==> src/rtl/fwbq_pkg.sv <==
// Shared types, fixed-point widths and coefficient tables for the frequency
// weighting biquad cascade. No dependencies.
`timescale 1ns / 1ps
`default_nettype none

package fwbq_pkg;

	localparam int SAMPLE_W = 24;
	localparam int DLY_W    = 40;
	localparam int FRAC_W   = 16;
	localparam int COEF_W   = 25;
	localparam int RES_W    = 48;
	localparam int MEM_W    = 2 * DLY_W;

	// configuration register indexes
	localparam logic [3:0] REG_MODE = 4'd0;
	localparam logic [3:0] REG_RATE = 4'd1;

	// coefficient slots within one section
	localparam logic [2:0] OP_B0 = 3'd0;
	localparam logic [2:0] OP_B1 = 3'd1;
	localparam logic [2:0] OP_B2 = 3'd2;
	localparam logic [2:0] OP_A1 = 3'd3;
	localparam logic [2:0] OP_A2 = 3'd4;

	localparam logic signed [RES_W-1:0] DLY_MAX = 48'sd549755813887;
	localparam logic signed [RES_W-1:0] DLY_MIN = -48'sd549755813888;

	typedef logic signed [COEF_W-1:0]   coef_t;
	typedef logic signed [DLY_W-1:0]    dly_t;
	typedef logic signed [RES_W-1:0]    prod_t;
	typedef logic signed [SAMPLE_W-1:0] sample_t;

	typedef struct packed {
		logic mode;   // 0: A weighting, 1: C weighting
		logic rate;   // 0: 16 kHz set, 1: 48 kHz set
	} cfg_t;

	typedef struct packed {
		logic    valid;
		sample_t sample;
	} res_t;

	// [rate][mode][section][b0,b1,b2,a1,a2], Q3.22
	localparam coef_t COEF_TAB [0:1][0:1][0:2][0:4] = '{
		'{ // 16 kHz
			'{ // A
				'{25'sd2219177, -25'sd4438354, 25'sd2219177, -25'sd8321025, 25'sd4126994},
				'{25'sd4194304, -25'sd8388608, 25'sd4194304, -25'sd7153427, 25'sd3003071},
				'{25'sd4194304,  25'sd8388608, 25'sd4194304,  25'sd3445889, 25'sd707755}
			},
			'{ // C
				'{25'sd2085356,  25'sd4170713, 25'sd2085356,  25'sd3445888, 25'sd707754},
				'{25'sd4194304, -25'sd8388608, 25'sd4194304, -25'sd8321024, 25'sd4126992},
				'{25'sd0, 25'sd0, 25'sd0, 25'sd0, 25'sd0}
			}
		},
		'{ // 48 kHz
			'{ // A
				'{25'sd982235,   25'sd1964470, 25'sd982235,  -25'sd941866,  25'sd52876},
				'{25'sd4194304, -25'sd8388608, 25'sd4194304, -25'sd7943469, 25'sd3754572},
				'{25'sd4194304, -25'sd8388608, 25'sd4194304, -25'sd8366019, 25'sd4171746}
			},
			'{ // C
				'{25'sd830014,   25'sd1660028, 25'sd830014,  -25'sd941866,  25'sd52876},
				'{25'sd4194304, -25'sd8388608, 25'sd4194304, -25'sd8366019, 25'sd4171746},
				'{25'sd0, 25'sd0, 25'sd0, 25'sd0, 25'sd0}
			}
		}
	};

	function automatic coef_t coef_of(input logic rate, input logic mode,
			input logic [1:0] sec, input logic [2:0] op);
		return COEF_TAB[rate][mode][sec][op];
	endfunction

	// clamp a wide sum to the 40-bit delay range
	function automatic dly_t sat_dly(input prod_t v);
		if (v > DLY_MAX)
			return dly_t'(DLY_MAX);
		else if (v < DLY_MIN)
			return dly_t'(DLY_MIN);
		else
			return v[DLY_W-1:0];
	endfunction

	// round Q24.16 to integer (half up), clamp to 24 bits
	function automatic sample_t sat_out(input dly_t y);
		logic signed [DLY_W:0]      t;
		logic signed [SAMPLE_W:0]   o;
		t = $signed({y[DLY_W-1], y}) + $signed((DLY_W+1)'(32768));
		o = t[DLY_W:FRAC_W];
		if (o > $signed(25'sd8388607))
			return sample_t'(24'h7FFFFF);
		else if (o < -$signed(25'sd8388608))
			return sample_t'(24'h800000);
		else
			return o[SAMPLE_W-1:0];
	endfunction

endpackage

`default_nettype wire

==> src/rtl/fwbq_dmem.sv <==
// Delay-state memory: one entry per section holding {d1, d2}.
// Synchronous (registered) read; per-entry valid bits give zero after reset.
`timescale 1ns / 1ps
`default_nettype none

module fwbq_dmem import fwbq_pkg::*; #(
	parameter int DEPTH = 3,
	parameter int AW    = 2
) (
	input  wire logic             clk,
	input  wire logic             arst_n,
	input  wire logic             rd_en,
	input  wire logic [AW-1:0]    rd_addr,
	output logic      [MEM_W-1:0] rd_data,
	input  wire logic             wr_en,
	input  wire logic [AW-1:0]    wr_addr,
	input  wire logic [MEM_W-1:0] wr_data
);

	logic [MEM_W-1:0] mem [0:DEPTH-1];
	logic [DEPTH-1:0] vld_q;
	logic [MEM_W-1:0] rd_raw_q;
	logic             rd_vld_q;

	always_ff @(posedge clk) begin
		if (wr_en)
			mem[wr_addr] <= wr_data;
		if (rd_en)
			rd_raw_q <= mem[rd_addr];
	end

	always_ff @(posedge clk or negedge arst_n) begin
		if (!arst_n) begin
			vld_q    <= '0;
			rd_vld_q <= 1'b0;
		end else begin
			if (wr_en)
				vld_q[wr_addr] <= 1'b1;
			if (rd_en)
				rd_vld_q <= vld_q[rd_addr];
		end
	end

	// never-written entry reads as the reset value
	assign rd_data = rd_vld_q ? rd_raw_q : '0;

endmodule

`default_nettype wire

==> src/rtl/fwbq_mul.sv <==
// Shared signal x coefficient multiplier: two 21x25 partial products, low half
// then high half, then sum and round to Q.16. Depends on fwbq_pkg.
`timescale 1ns / 1ps
`default_nettype none

module fwbq_mul import fwbq_pkg::*; (
	input  wire logic  clk,
	input  wire logic  arst_n,
	input  wire logic  start,   // operands held this cycle and the next
	input  wire dly_t  x,
	input  wire coef_t c,
	output prod_t      res      // registered result, held until the next product
);

	logic signed [20:0] a;
	logic signed [45:0] pp;
	logic signed [45:0] prod_q;
	logic signed [45:0] acc_q;
	logic signed [63:0] hi_w;
	logic signed [63:0] lo_w;
	logic signed [63:0] sum;
	logic               s1_q;
	logic               s2_q;
	prod_t              res_q;

	// low half unsigned on start cycle, high half signed on the next
	assign a  = start ? $signed({1'b0, x[19:0]}) : $signed({x[DLY_W-1], x[DLY_W-1:20]});
	assign pp = a * c;

	assign hi_w = 64'(prod_q);
	assign lo_w = 64'(acc_q);
	assign sum  = (hi_w <<< 20) + lo_w + 64'sd2097152;

	always_ff @(posedge clk or negedge arst_n) begin
		if (!arst_n) begin
			s1_q <= 1'b0;
			s2_q <= 1'b0;
		end else begin
			s1_q <= start;
			s2_q <= s1_q;
		end
	end

	always_ff @(posedge clk) begin
		prod_q <= pp;
		if (s1_q)
			acc_q <= prod_q;
		if (s2_q)
			res_q <= {{6{sum[63]}}, sum[63:22]};
	end

	assign res = res_q;

endmodule

`default_nettype wire

==> src/rtl/fwbq_ctrl.sv <==
// Section sequencer: reads a section's delays, drives the shared multiplier,
// forms y, d1, d2 and writes back. Uses fwbq_pkg, fwbq_dmem, fwbq_mul.
`timescale 1ns / 1ps
`default_nettype none

module fwbq_ctrl import fwbq_pkg::*; #(
	parameter int NUM_SECTIONS = 3
) (
	input  wire logic    clk,
	input  wire logic    arst_n,
	input  wire logic    start,
	input  wire sample_t sample_in,
	input  wire cfg_t    cfg,
	input  wire logic    out_free,
	output logic         busy,
	output res_t         res
);

	localparam int SEC_W = $clog2(NUM_SECTIONS);

	// steps within one section
	localparam logic [3:0] STP_RD  = 4'd0;   // read delays, load b0
	localparam logic [3:0] STP_MB0 = 4'd1;
	localparam logic [3:0] STP_LB1 = 4'd2;
	localparam logic [3:0] STP_MB1 = 4'd3;
	localparam logic [3:0] STP_Y   = 4'd4;   // y from b0*x + d1
	localparam logic [3:0] STP_MB2 = 4'd5;
	localparam logic [3:0] STP_P1  = 4'd6;
	localparam logic [3:0] STP_MA1 = 4'd7;
	localparam logic [3:0] STP_P2  = 4'd8;
	localparam logic [3:0] STP_MA2 = 4'd9;
	localparam logic [3:0] STP_D1  = 4'd10;
	localparam logic [3:0] STP_GAP = 4'd11;
	localparam logic [3:0] STP_WB  = 4'd12;  // write back, next section

	logic [3:0]       step_q;
	logic             busy_q;
	logic [SEC_W-1:0] sec_q;
	logic [SEC_W-1:0] last_sec;
	logic             last;
	logic             advance;

	dly_t  x_q;
	dly_t  y_q;
	dly_t  d1n_q;
	dly_t  d2n;
	prod_t m1_q;
	prod_t m2_q;
	coef_t c_q;
	logic  op_y_q;

	logic             mul_start;
	dly_t             mul_x;
	prod_t            mul_res;
	logic [MEM_W-1:0] rd_data;
	dly_t             d1_rd;
	dly_t             d2_rd;

	// C weighting uses two sections, A uses three, capped by the build
	assign last_sec = (cfg.mode || NUM_SECTIONS < 3) ? SEC_W'(1) : SEC_W'(2);
	assign last     = (sec_q == last_sec);
	assign advance  = !last || out_free;

	assign d1_rd = rd_data[MEM_W-1:DLY_W];
	assign d2_rd = rd_data[DLY_W-1:0];
	assign d2n   = sat_dly(m2_q - mul_res);

	assign mul_start = busy_q && (step_q == STP_MB0 || step_q == STP_MB1 ||
		step_q == STP_MB2 || step_q == STP_MA1 || step_q == STP_MA2);
	assign mul_x = op_y_q ? y_q : x_q;

	fwbq_mul u_mul (
		.clk    (clk),
		.arst_n (arst_n),
		.start  (mul_start),
		.x      (mul_x),
		.c      (c_q),
		.res    (mul_res)
	);

	fwbq_dmem #(
		.DEPTH (NUM_SECTIONS),
		.AW    (SEC_W)
	) u_dmem (
		.clk     (clk),
		.arst_n  (arst_n),
		.rd_en   (busy_q && step_q == STP_RD),
		.rd_addr (sec_q),
		.rd_data (rd_data),
		.wr_en   (busy_q && step_q == STP_WB),
		.wr_addr (sec_q),
		.wr_data ({d1n_q, d2n})
	);

	always_ff @(posedge clk or negedge arst_n) begin
		if (!arst_n) begin
			busy_q <= 1'b0;
			step_q <= STP_RD;
			sec_q  <= '0;
		end else if (!busy_q) begin
			if (start) begin
				busy_q <= 1'b1;
				step_q <= STP_RD;
				sec_q  <= '0;
			end
		end else if (step_q == STP_WB) begin
			if (advance) begin
				step_q <= STP_RD;
				sec_q  <= sec_q + SEC_W'(1);
				if (last)
					busy_q <= 1'b0;
			end
		end else begin
			step_q <= step_q + 4'd1;
		end
	end

	always_ff @(posedge clk) begin
		if (!busy_q) begin
			if (start)
				x_q <= {sample_in, {FRAC_W{1'b0}}};
		end else begin
			unique case (step_q)
				STP_RD: begin
					c_q    <= coef_of(cfg.rate, cfg.mode, 2'(sec_q), OP_B0);
					op_y_q <= 1'b0;
				end
				STP_LB1: begin
					c_q <= coef_of(cfg.rate, cfg.mode, 2'(sec_q), OP_B1);
				end
				STP_Y: begin
					y_q <= sat_dly(mul_res + prod_t'(d1_rd));
					c_q <= coef_of(cfg.rate, cfg.mode, 2'(sec_q), OP_B2);
				end
				STP_P1: begin
					m1_q   <= mul_res;
					c_q    <= coef_of(cfg.rate, cfg.mode, 2'(sec_q), OP_A1);
					op_y_q <= 1'b1;
				end
				STP_P2: begin
					m2_q <= mul_res;
					c_q  <= coef_of(cfg.rate, cfg.mode, 2'(sec_q), OP_A2);
				end
				STP_D1: begin
					d1n_q <= sat_dly(m1_q - mul_res + prod_t'(d2_rd));
				end
				STP_WB: begin
					if (advance)
						x_q <= y_q;
				end
				default: ;
			endcase
		end
	end

	assign busy       = busy_q;
	assign res.valid  = busy_q && step_q == STP_WB && last;
	assign res.sample = sat_out(y_q);

endmodule

`default_nettype wire

==> src/rtl/frequency_weighting_biquad_cascade_top.sv <==
// Top level of the A/C frequency weighting biquad cascade: stream ports,
// configuration registers, output register. Uses fwbq_pkg and fwbq_ctrl.
`timescale 1ns / 1ps
`default_nettype none

// Frequency weighting filter (A or C curve per IEC 61672-1) for signed 24-bit
// audio. Each sample runs through transposed direct-form II biquads: three
// sections for A weighting, two for C (fewer if NUM_SECTIONS is 2), with
// coefficients in Q3.22 from fixed 16 kHz or 48 kHz tables and 40-bit Q24.16
// delays kept in a small synchronous memory, one {d1, d2} entry per section,
// zero after reset. Every product is rounded half up to Q.16, every sum
// saturates to 40 bits, and the output is rounded and clamped to 24 bits.
// The sections run one after another through the one shared multiplier,
// which forms each product from two partial products, five products per
// section. A new sample is accepted only while the sequencer is idle, that
// is once the previous sample's last section has written back, and that
// write-back waits until the output register is free. The output register
// lets a new sample enter while the previous result waits. Configuration
// writes are always accepted (cfg_ready high); index 0 is weighting_mode,
// index 1 is rate_select, only bit 0 of the data counts, other indexes are
// ignored. Change them only when no sample is in flight; the delays are
// not cleared by a change.

module frequency_weighting_biquad_cascade_top import fwbq_pkg::*; #(
	parameter int NUM_SECTIONS = 3
) (
	input  wire logic        clk,
	input  wire logic        arst_n,
	// input stream
	input  wire logic        s_axis_tvalid,
	output logic             s_axis_tready,
	input  wire logic [23:0] s_axis_tdata,   // [23:0] sample_in
	// output stream
	output logic             m_axis_tvalid,
	input  wire logic        m_axis_tready,
	output logic [23:0]      m_axis_tdata,   // [23:0] weighted_out
	// configuration writes
	input  wire logic        cfg_valid,
	output logic             cfg_ready,
	input  wire logic [3:0]  cfg_index,
	input  wire logic        cfg_data
);

	cfg_t        cfg_q;
	logic        busy;
	logic        start;
	logic        out_free;
	res_t        res;
	logic        m_vld_q;
	logic [23:0] m_data_q;

	// one sample at a time; accept only while the sequencer is idle
	assign s_axis_tready = !busy;
	assign start         = s_axis_tvalid && !busy;
	assign cfg_ready     = 1'b1;

	// output slot is free if empty or being drained this cycle
	assign out_free = !m_vld_q || m_axis_tready;

	always_ff @(posedge clk or negedge arst_n) begin
		if (!arst_n) begin
			cfg_q <= '0;
		end else if (cfg_valid) begin
			if (cfg_index == REG_MODE)
				cfg_q.mode <= cfg_data;
			if (cfg_index == REG_RATE)
				cfg_q.rate <= cfg_data;
		end
	end

	fwbq_ctrl #(
		.NUM_SECTIONS (NUM_SECTIONS)
	) u_ctrl (
		.clk       (clk),
		.arst_n    (arst_n),
		.start     (start),
		.sample_in (s_axis_tdata),
		.cfg       (cfg_q),
		.out_free  (out_free),
		.busy      (busy),
		.res       (res)
	);

	// result register: the sequencer holds its last step until this takes it
	always_ff @(posedge clk or negedge arst_n) begin
		if (!arst_n)
			m_vld_q <= 1'b0;
		else if (res.valid && out_free)
			m_vld_q <= 1'b1;
		else if (m_axis_tready)
			m_vld_q <= 1'b0;
	end

	always_ff @(posedge clk) begin
		if (res.valid && out_free)
			m_data_q <= res.sample;
	end

	assign m_axis_tvalid = m_vld_q;
	assign m_axis_tdata  = m_data_q;

endmodule

`default_nettype wire
==> config.mk <==
export PLATFORM = sky130hd
export DESIGN_NAME = frequency_weighting_biquad_cascade_top
export DESIGN_NICKNAME = d
export VERILOG_FILES = /design/src/rtl/fwbq_pkg.sv /design/src/rtl/fwbq_dmem.sv /design/src/rtl/fwbq_mul.sv /design/src/rtl/fwbq_ctrl.sv /design/src/rtl/frequency_weighting_biquad_cascade_top.sv
export SDC_FILE = /design/constraint.sdc
export NUM_CORES = 2
export LEC_CHECK = 0
export ABC_AREA = 1
export BUFFER_PORTS_ARGS = -buffer_cell sky130_fd_sc_hd__buf_2
export CORE_MARGIN = 4
export CORE_UTILIZATION = 58
export CTS_BUF_LIST = sky130_fd_sc_hd__clkbuf_8
export CTS_CLUSTER_SIZE = 20
export DETAILED_ROUTE_END_ITERATION = 8
export HOLD_SLACK_MARGIN = 0.03
export MAX_ROUTING_LAYER = met4
export PLACE_DENSITY = 0.81
export RECOVER_POWER = 25
export SYNTH_ARGS = -nofsm -noshare
export SYNTH_HDL_FRONTEND = slang
export SYNTH_SLANG_ARGS = --single-unit
==> constraint.sdc <==
create_clock -name clk -period 8.3 [get_ports clk]
set_input_delay 2.49 -clock clk [delete_from_list [all_inputs] [get_ports clk]]
set_output_delay 2.49 -clock clk [all_outputs]
set_load 0.01 [all_outputs]
# After elaboration in Yosys (flattened, before gate mapping)

Memories as Yosys holds them, arrays and structs flattened. A register that Yosys moved wholly into a read port is not among the register bits.
Cells that the tools add are included.
W data, S select, Z words.

Register bits: 404
RAM bits: 240
Bits of input ports: 34
Output and inout port bits: 27
Word-level logic and storage cells: 142
Memories: 1

Memories:

| memory            | depth | width | rd ports | clocked after Yosys merged registers in | write ports | line            | source |
|---|---|---|---|---|---|---|---|
| u_ctrl.u_dmem.mem | 3     | 80    | 1        | 1                                       | 1           | fwbq_dmem.sv:20 | `logic [MEM_W-1:0] mem [0:DEPTH-1];` |

$add $sub $neg: 9
Multipliers: 1
Magnitude comparators: 13
Equal/unequal tests: 16
Mux-type cells: 45
Bitwise operators: 4
Reduce and logical (&&, ||, !) cells: 32

Operator list:

| cell                     | number |
|---|---|
| $mux W750                | 2 |
| $mux W375                | 3 |
| $mux W747                | 1 |
| $mux W40                 | 9 |
| $bmux W125 S2            | 1 |
| $mux W125                | 2 |
| $gt A48 B40 Y1 const B   | 3 |
| $lt A48 B40 Y1 const B   | 3 |
| $pmux W25 S5             | 1 |
| $sub A42 B42 Y43         | 2 |
| $mux W80                 | 1 |
| $add A64 B23 Y64 const B | 1 |
| $add A64 B46 Y64         | 1 |
| $mul A21 B25 Y46         | 1 |
| $add A43 B40 Y44         | 1 |
| $add A42 B40 Y43         | 1 |
| $add A40 B17 Y41 const B | 1 |
| $gt A25 B24 Y1 const B   | 1 |
| $lt A25 B24 Y1 const B   | 1 |
| $mux W24                 | 1 |
| $mux W21                 | 1 |
| $reduce_and A2 Y1        | 9 |
| $eq A4 B3 Y1 const B     | 4 |
| $eq A4 B4 Y1 const B     | 4 |
| 27 further kinds         | 65 |

# Longest topological paths before layout

Word-level depth: 11
Mapped depth: 37
Gate-level depth less buffers: 35

# By module

From an unflattened synthesis, not the netlist that was laid out.

Cell total of the unflattened synthesis: 7969
Area total of the unflattened synthesis: 64393.0 um^2

By module, submodules not included:

| module                                 | times used | cells an instance | area each (um^2) | sequential area each (um^2) |
|---|---|---|---|---|
| fwbq_mul                               | 1          | 3647              | 27781.6          | 3012.9 |
| fwbq_ctrl                              | 1          | 3403              | 23567.6          | 7442.1 |
| fwbq_dmem                              | 1          | 869               | 12146.6          | 9709.3 |
| frequency_weighting_biquad_cascade_top | 1          | 50                | 897.1            | 795.8 |

# Worst setup path after synthesis

OpenSTA, ideal clock, no wires.

Kind: register -> register
Start point: reg u_ctrl.step_q[1]
End point: reg u_ctrl.u_mul.prod_q[39]
Library setup time: 0.072 ns
Arrival: 7.554 ns
Slack: 0.674 ns
Cell stages (with the launch flop): 32
Buffers on the path: 2
Period minus slack after synthesis: 7.626 ns
Cells stage by stage: dfrtp_1 > inv_1 > ha_1 > o21bai_1 > nand2_1 > inv_1 > clkbuf_1 > nand2_1 > nand2_1 > clkbuf_1 > nor2_1 > fa_1 > inv_1 > fa_1 > inv_1 > fa_1 > inv_1 > fa_1 > inv_1 > fa_1 > inv_1 > fa_1 > fa_1 > inv_1 > ha_1 > nand2_1 > nor2_1 > inv_1 > nor4_1 > nand4_1 > nand3_1 > xor2_1

Word-level cells in the longest chain between the ends: 8
Elaborated cells between the ends (all ways): 12
Those cells by class: 1 x mul; 5 x eq/ne; 1 x mux; 5 x reduce/logical

RTL lines:

| item                                                | line             | source |
|---|---|---|
| start: declaration                                  | fwbq_ctrl.sv:36  | `logic [3:0] step_q;` |
| start signal: assignment                            | fwbq_ctrl.sv:114 | `step_q <= step_q + 4'd1;` |
| $eq A4 B1 Y1 / $eq A4 B2 Y1 (equally long branches) | fwbq_ctrl.sv:68  | `assign mul_start = busy_q && (step_q == STP_MB0 \|\| step_q == STP_MB1 \|\|` |
| $logic_or A1 B1 Y1 (2 in series)                    | fwbq_ctrl.sv:68  |  |
| $logic_or A1 B1 Y1                                  | fwbq_ctrl.sv:69  | `step_q == STP_MB2 \|\| step_q == STP_MA1 \|\| step_q == STP_MA2);` |
| $logic_or A1 B1 Y1 (*)                              | fwbq_ctrl.sv:69  |  |
| $logic_and A1 B1 Y1 (*)                             | fwbq_ctrl.sv:68  |  |
| named net u_ctrl.mul_start                          | fwbq_ctrl.sv:52  | `logic mul_start;` |
| $mux W21 (*)                                        | fwbq_mul.sv:27   | `assign a = start ? $signed({1'b0, x[19:0]}) : $signed({x[DLY_W-1], x[DLY_W-1:20]});` |
| $mul A21 B25 Y46 (*)                                | fwbq_mul.sv:28   | `assign pp = a * c;` |
| named net u_ctrl.u_mul.pp[39]                       | fwbq_mul.sv:16   | `logic signed [45:0] pp;` |
| end signal: assignment                              | fwbq_mul.sv:45   | `prod_q <= pp;` |
| end: declaration                                    | fwbq_mul.sv:17   | `logic signed [45:0] prod_q;` |

Mark *: on every way through the listed nets, which the timed path passes. The rest lies on a longest branch.
A chain may end at the register's enable or synchronous reset.

# Worst setup path in the final report

Start point: reg u_ctrl.step_q[1]
End point: reg u_ctrl.u_mul.prod_q[45]

Word-level cells in the longest chain between the ends: 8
Elaborated cells between the ends (all ways): 12
Those cells by class: 1 x mul; 5 x eq/ne; 1 x mux; 5 x reduce/logical

RTL lines:

| item                                                | line |
|---|---|
| $eq A4 B1 Y1 / $eq A4 B2 Y1 (equally long branches) | fwbq_ctrl.sv:68 |
| $logic_or A1 B1 Y1 (2 in series)                    | fwbq_ctrl.sv:68 |
| $logic_or A1 B1 Y1                                  | fwbq_ctrl.sv:69 |
| $logic_or A1 B1 Y1 (*)                              | fwbq_ctrl.sv:69 |
| $logic_and A1 B1 Y1 (*)                             | fwbq_ctrl.sv:68 |
| $mux W21 (*)                                        | fwbq_mul.sv:27 |
| $mul A21 B25 Y46 (*)                                | fwbq_mul.sv:28 |
| named net u_ctrl.u_mul.pp[45]                       | fwbq_mul.sv:16 |

Marks and branches as above.

==> metrics.md <==
| Metric | Value |
|---|---|
| Warnings, synthesis | `0` |
| Sequential standard cell area | `20600 sq um` |
| Die width | `~330 microns` |
| Layout Skew | `between 0.1 and 0.15 ns` |
| Syn Std Cell Area | `just over 60000 sq um` |
| Crit start category | `register` |
| Vertical die dimension | `between 300 and 400 microns` |
| Synth Flop Type | `sky130_fd_sc_hd__edfxtp_1` |
| Final-report hold violation count | `0` |
| Number of antenna violations at the first check in global routing | `3` |
| Average instance area after synthesis | `about 8.6 sq um` |
| Kind of end point of the critical path | `register` |
| Area of the multi-input gates | `roughly 34000 sq um` |
| Post-synthesis cell type with the largest combined area | `sky130_fd_sc_hd__edfxtp_1` |
| # clock sinks | `between 700 and 800` |
| Max-slew violation total from the final report | `110` |
| Cell count after synthesis | `7064` |
| Post-synth EDFFs | `between 600 and 700` |
| Residual DRC count | `0` |
| Slowest CP cell | `sky130_fd_sc_hd__fa_1` |
| Largest fanout on the critical path | `13` |
| Biggest area contributors in the synthesized netlist | `sky130_fd_sc_hd__edfxtp_1 32%, sky130_fd_sc_hd__fa_1 18%, sky130_fd_sc_hd__nand2_1 11%` |
| Clock-pin slew of the registers on the worst-case setup and hold paths | `0.08 ns` |
| DRC violation total after the first TritonRoute iteration | `roughly 5300` |
| Register bit total from synthesis | `slightly above 700` |
| Number of buffers created by CTS | `~120` |
| Required time of the critical path | `~8.9 ns` |
| RSZ-0062 raised after global routing | `false` |
| Maximum number of pins on one net before global-route repair | `74` |
| Tightest Pin Transition | `~3.2 ns` |
| Max-slew headroom at the worst pin | `-1.103` |
| Half-perimeter wire length after placement | `around 170000 microns` |
| Total congestion overflow after global routing | `0` |
| Floorplan die area | `between 100000 and 150000 sq um` |
| Worst hold slack | `approximately 0.39 ns` |
| Router iterations before antenna repair | `6` |
| Clock tree from TritonCTS | `yes` |
| Count of port buffers added during placement | `slightly below 60` |
| Per-cell routed wire length | `about 23 microns` |
| Worst-case clock buffer depth | `3` |
| Final cycle utilization of the critical path | `0.9751` |
| CTS H-tree lvls | `3` |
| Area added between synthesis and finish | `8.173%` |
| Fraction of final layout cells with drive strength greater than 1 | `0.05989` |
| Most common cell after layout, fill and taps aside | `sky130_fd_sc_hd__nand2_1` |
| Number of vias in the routed layout | `49656` |
| Startpoint-to-endpoint class of the critical path | `reg -> reg` |
| Clock Latency Late Sink | `0.84 ns` |
| Via count of the first global-routing pass | `49348` |
| Status | `finished, violations left` |
| Number of filler cells placed in the layout | `slightly below 9000` |
| Post-route antenna net violation count | `0` |
| GRT Total Usage | `0.3828` |
| Crit path top cell by count | `sky130_fd_sc_hd__nand2_1` |
| Async S/R FF share, synth | `0.02273` |
| Violated checks | `max-capacitance violations, max-slew violations` |
| Max-cap violations | `3` |
| Unique masters post-synth | `a little under 60` |
| Commonest non-fill, non-tap cells in the layout | `1836 x sky130_fd_sc_hd__nand2_1, 1322 x sky130_fd_sc_hd__inv_1, 644 x sky130_fd_sc_hd__nor2_1, 642 x sky130_fd_sc_hd__edfxtp_1, 539 x sky130_fd_sc_hd__fa_1` |
| Wire length of the first global-routing pass | `about 300000 microns` |
| Hold bufs inserted after CTS | `0` |
| Placer Congestion | `roughly 1.1` |
| CP max stage delay | `0.58 ns` |
| Root cell of the clock tree | `sky130_fd_sc_hd__clkbuf_8` |
| Fin crit period | `8.093 ns` |
| Mapped Nets | `8029` |
| Effective utilization at floorplan | `0.5838` |
| Hold WC Path Type | `reg -> reg` |
| Total I/O pin count | `a little over 60` |
| Number of cell rows | `about 120` |
| Post-detailed-routing wire length | `between 200000 and 250000 microns` |
| Via-per-instance ratio | `5.721` |
| Fin nets | `between 8000 and 9000` |
| Core area | `about 100000 sq um` |
| Post-synth top area share | `0.3191` |
| Final-report setup violation count | `0` |
| Data arrival time of the critical path | `just under 9 ns` |
| Share of synthesized area occupied by flip-flops and latches | `0.3409` |
| Maximum clock frequency | `about 120 MHz` |
## state kept, by name, indices dropped and copies added, names as in the netlist, 24 cells and up
| name | flops |
|---|---|
| m_axis_tdata | 24 |
| u_ctrl.c_q | 25 |
| u_ctrl.d1n_q | 40 |
| u_ctrl.m1_q | 42 |
| u_ctrl.m2_q | 42 |
| u_ctrl.u_dmem.mem | 240 |
| u_ctrl.u_dmem.rd_raw_q | 80 |
| u_ctrl.u_mul.acc_q | 26 |
| u_ctrl.u_mul.prod_q | 46 |
| u_ctrl.u_mul.res | 42 |
| u_ctrl.x_q | 40 |
| u_ctrl.y_q | 40 |
## worst max-delay path: cells and delay by family, from the launching register on
kind | cells | cell delay, ns
adder cells (fa/ha/maj) | 9 | 4.32
AND/OR/NAND/NOR | 12 | 1.63
buffers and inverters | 11 | 1.24
flip-flops | 1 | 0.41
AO/OA/AOI/OAI | 2 | 0.36
## per-stage QoR
step           cells    util  setup WS (ns)  cell area (sq um)   TNS, ns
3_5_place_dp    8454  0.6055       -0.03562              62670  -0.03562
6_report        8680  0.6315         0.2070              65360         0
4_1_cts         8666  0.6300       0.002049              65200         0
2_1_floorplan   7064       -         0.6741              60420         0
3_3_place_gp    8454  0.6055         0.1364              62670         0
5_1_grt         8679  0.6315       0.008799              65360         0
## metal layers
metal,share of wire,global-route usage
met3,0.10,0.07966
met4,0.055,0.1732
met1,0.39,0.4935
met5,0,-
met2,0.45,0.5870
## cell usage after synthesis (11+ instances only)
library cell and number:
sky130_fd_sc_hd__o21a_1 11, sky130_fd_sc_hd__nor2_2 12, sky130_fd_sc_hd__nand4_1 48, sky130_fd_sc_hd__dfxtp_1 46, sky130_fd_sc_hd__xor2_1 173, sky130_fd_sc_hd__nor3_1 41, sky130_fd_sc_hd__a21boi_0 12, sky130_fd_sc_hd__fa_1 540
sky130_fd_sc_hd__a31oi_1 26, sky130_fd_sc_hd__o21ai_0 240, sky130_fd_sc_hd__nand3_1 254, sky130_fd_sc_hd__ha_1 391, sky130_fd_sc_hd__buf_2 22, sky130_fd_sc_hd__xnor2_1 84, sky130_fd_sc_hd__mux2i_1 19, sky130_fd_sc_hd__o211ai_1 11
sky130_fd_sc_hd__a21oi_1 318, sky130_fd_sc_hd__nor4_1 19, sky130_fd_sc_hd__clkbuf_1 111, sky130_fd_sc_hd__inv_1 1299, sky130_fd_sc_hd__a21o_1 38, sky130_fd_sc_hd__dfrtp_1 16, sky130_fd_sc_hd__nand2_1 1839, sky130_fd_sc_hd__nor2_1 659
sky130_fd_sc_hd__o21bai_1 48, sky130_fd_sc_hd__edfxtp_1 642
## repair_timing
action                                 in CTS  in global routing
setup buffers                               0                 11
endpoints found under the hold margin       0                  0
resized for setup                           1                 22
setup endpoints to repair                   1                 13
## cell families (layout without fill, tap and decap cells)
logic type | Yosys count | in the layout | synth area share
DFF | 704 | 704 | 0.3409
and+or+nand+nor | 2928 | 2928 | 0.1952
AOI/OAI and AO/OA | 746 | 746 | 0.06958
other | 1 | 4 | 0.00006207
adders and majority gates | 931 | 931 | 0.2599
muxes | 19 | 19 | 0.003148
xor gates and xnor gates | 258 | 258 | 0.03752
buffers and inverters | 1477 | 1710 | 0.09364
## worst paths after layout
check / start / end / cells after the start / slack, ns
setup reg to reg: u_ctrl.step_q[1] / u_ctrl.u_mul.prod_q[45] / 34 / 0.21
max in group asynchronous: arst_n / u_ctrl.u_mul.s1_q / 1 / 6.12
hold / removal: u_ctrl.u_mul.prod_q[44] / u_ctrl.u_mul.acc_q[44] / 0 / 0.39
hold reg to reg: u_ctrl.u_mul.prod_q[44] / u_ctrl.u_mul.acc_q[44] / 0 / 0.39
min in group asynchronous: arst_n / u_ctrl.sec_q[1] / 1 / 1.69
setup / recovery: u_ctrl.step_q[1] / u_ctrl.u_mul.prod_q[45] / 34 / 0.21
## cell type report
type | count | area share
Antenna cell | 3 | 0.0001149
Multi-Input combinational cell | 4883 | 0.5246
Clock inverter | 91 | 0.01313
Sequential cell | 704 | 0.3153
Clock buffer | 121 | 0.02548
Tap cell | 1380 | 0.02642
Inverter | 1319 | 0.07633
Timing Repair Buffer | 179 | 0.01870
Power is left out: the tool's default activity adds up to more than one toggle a clock period on the data nets, which glitch-free logic cannot reach.
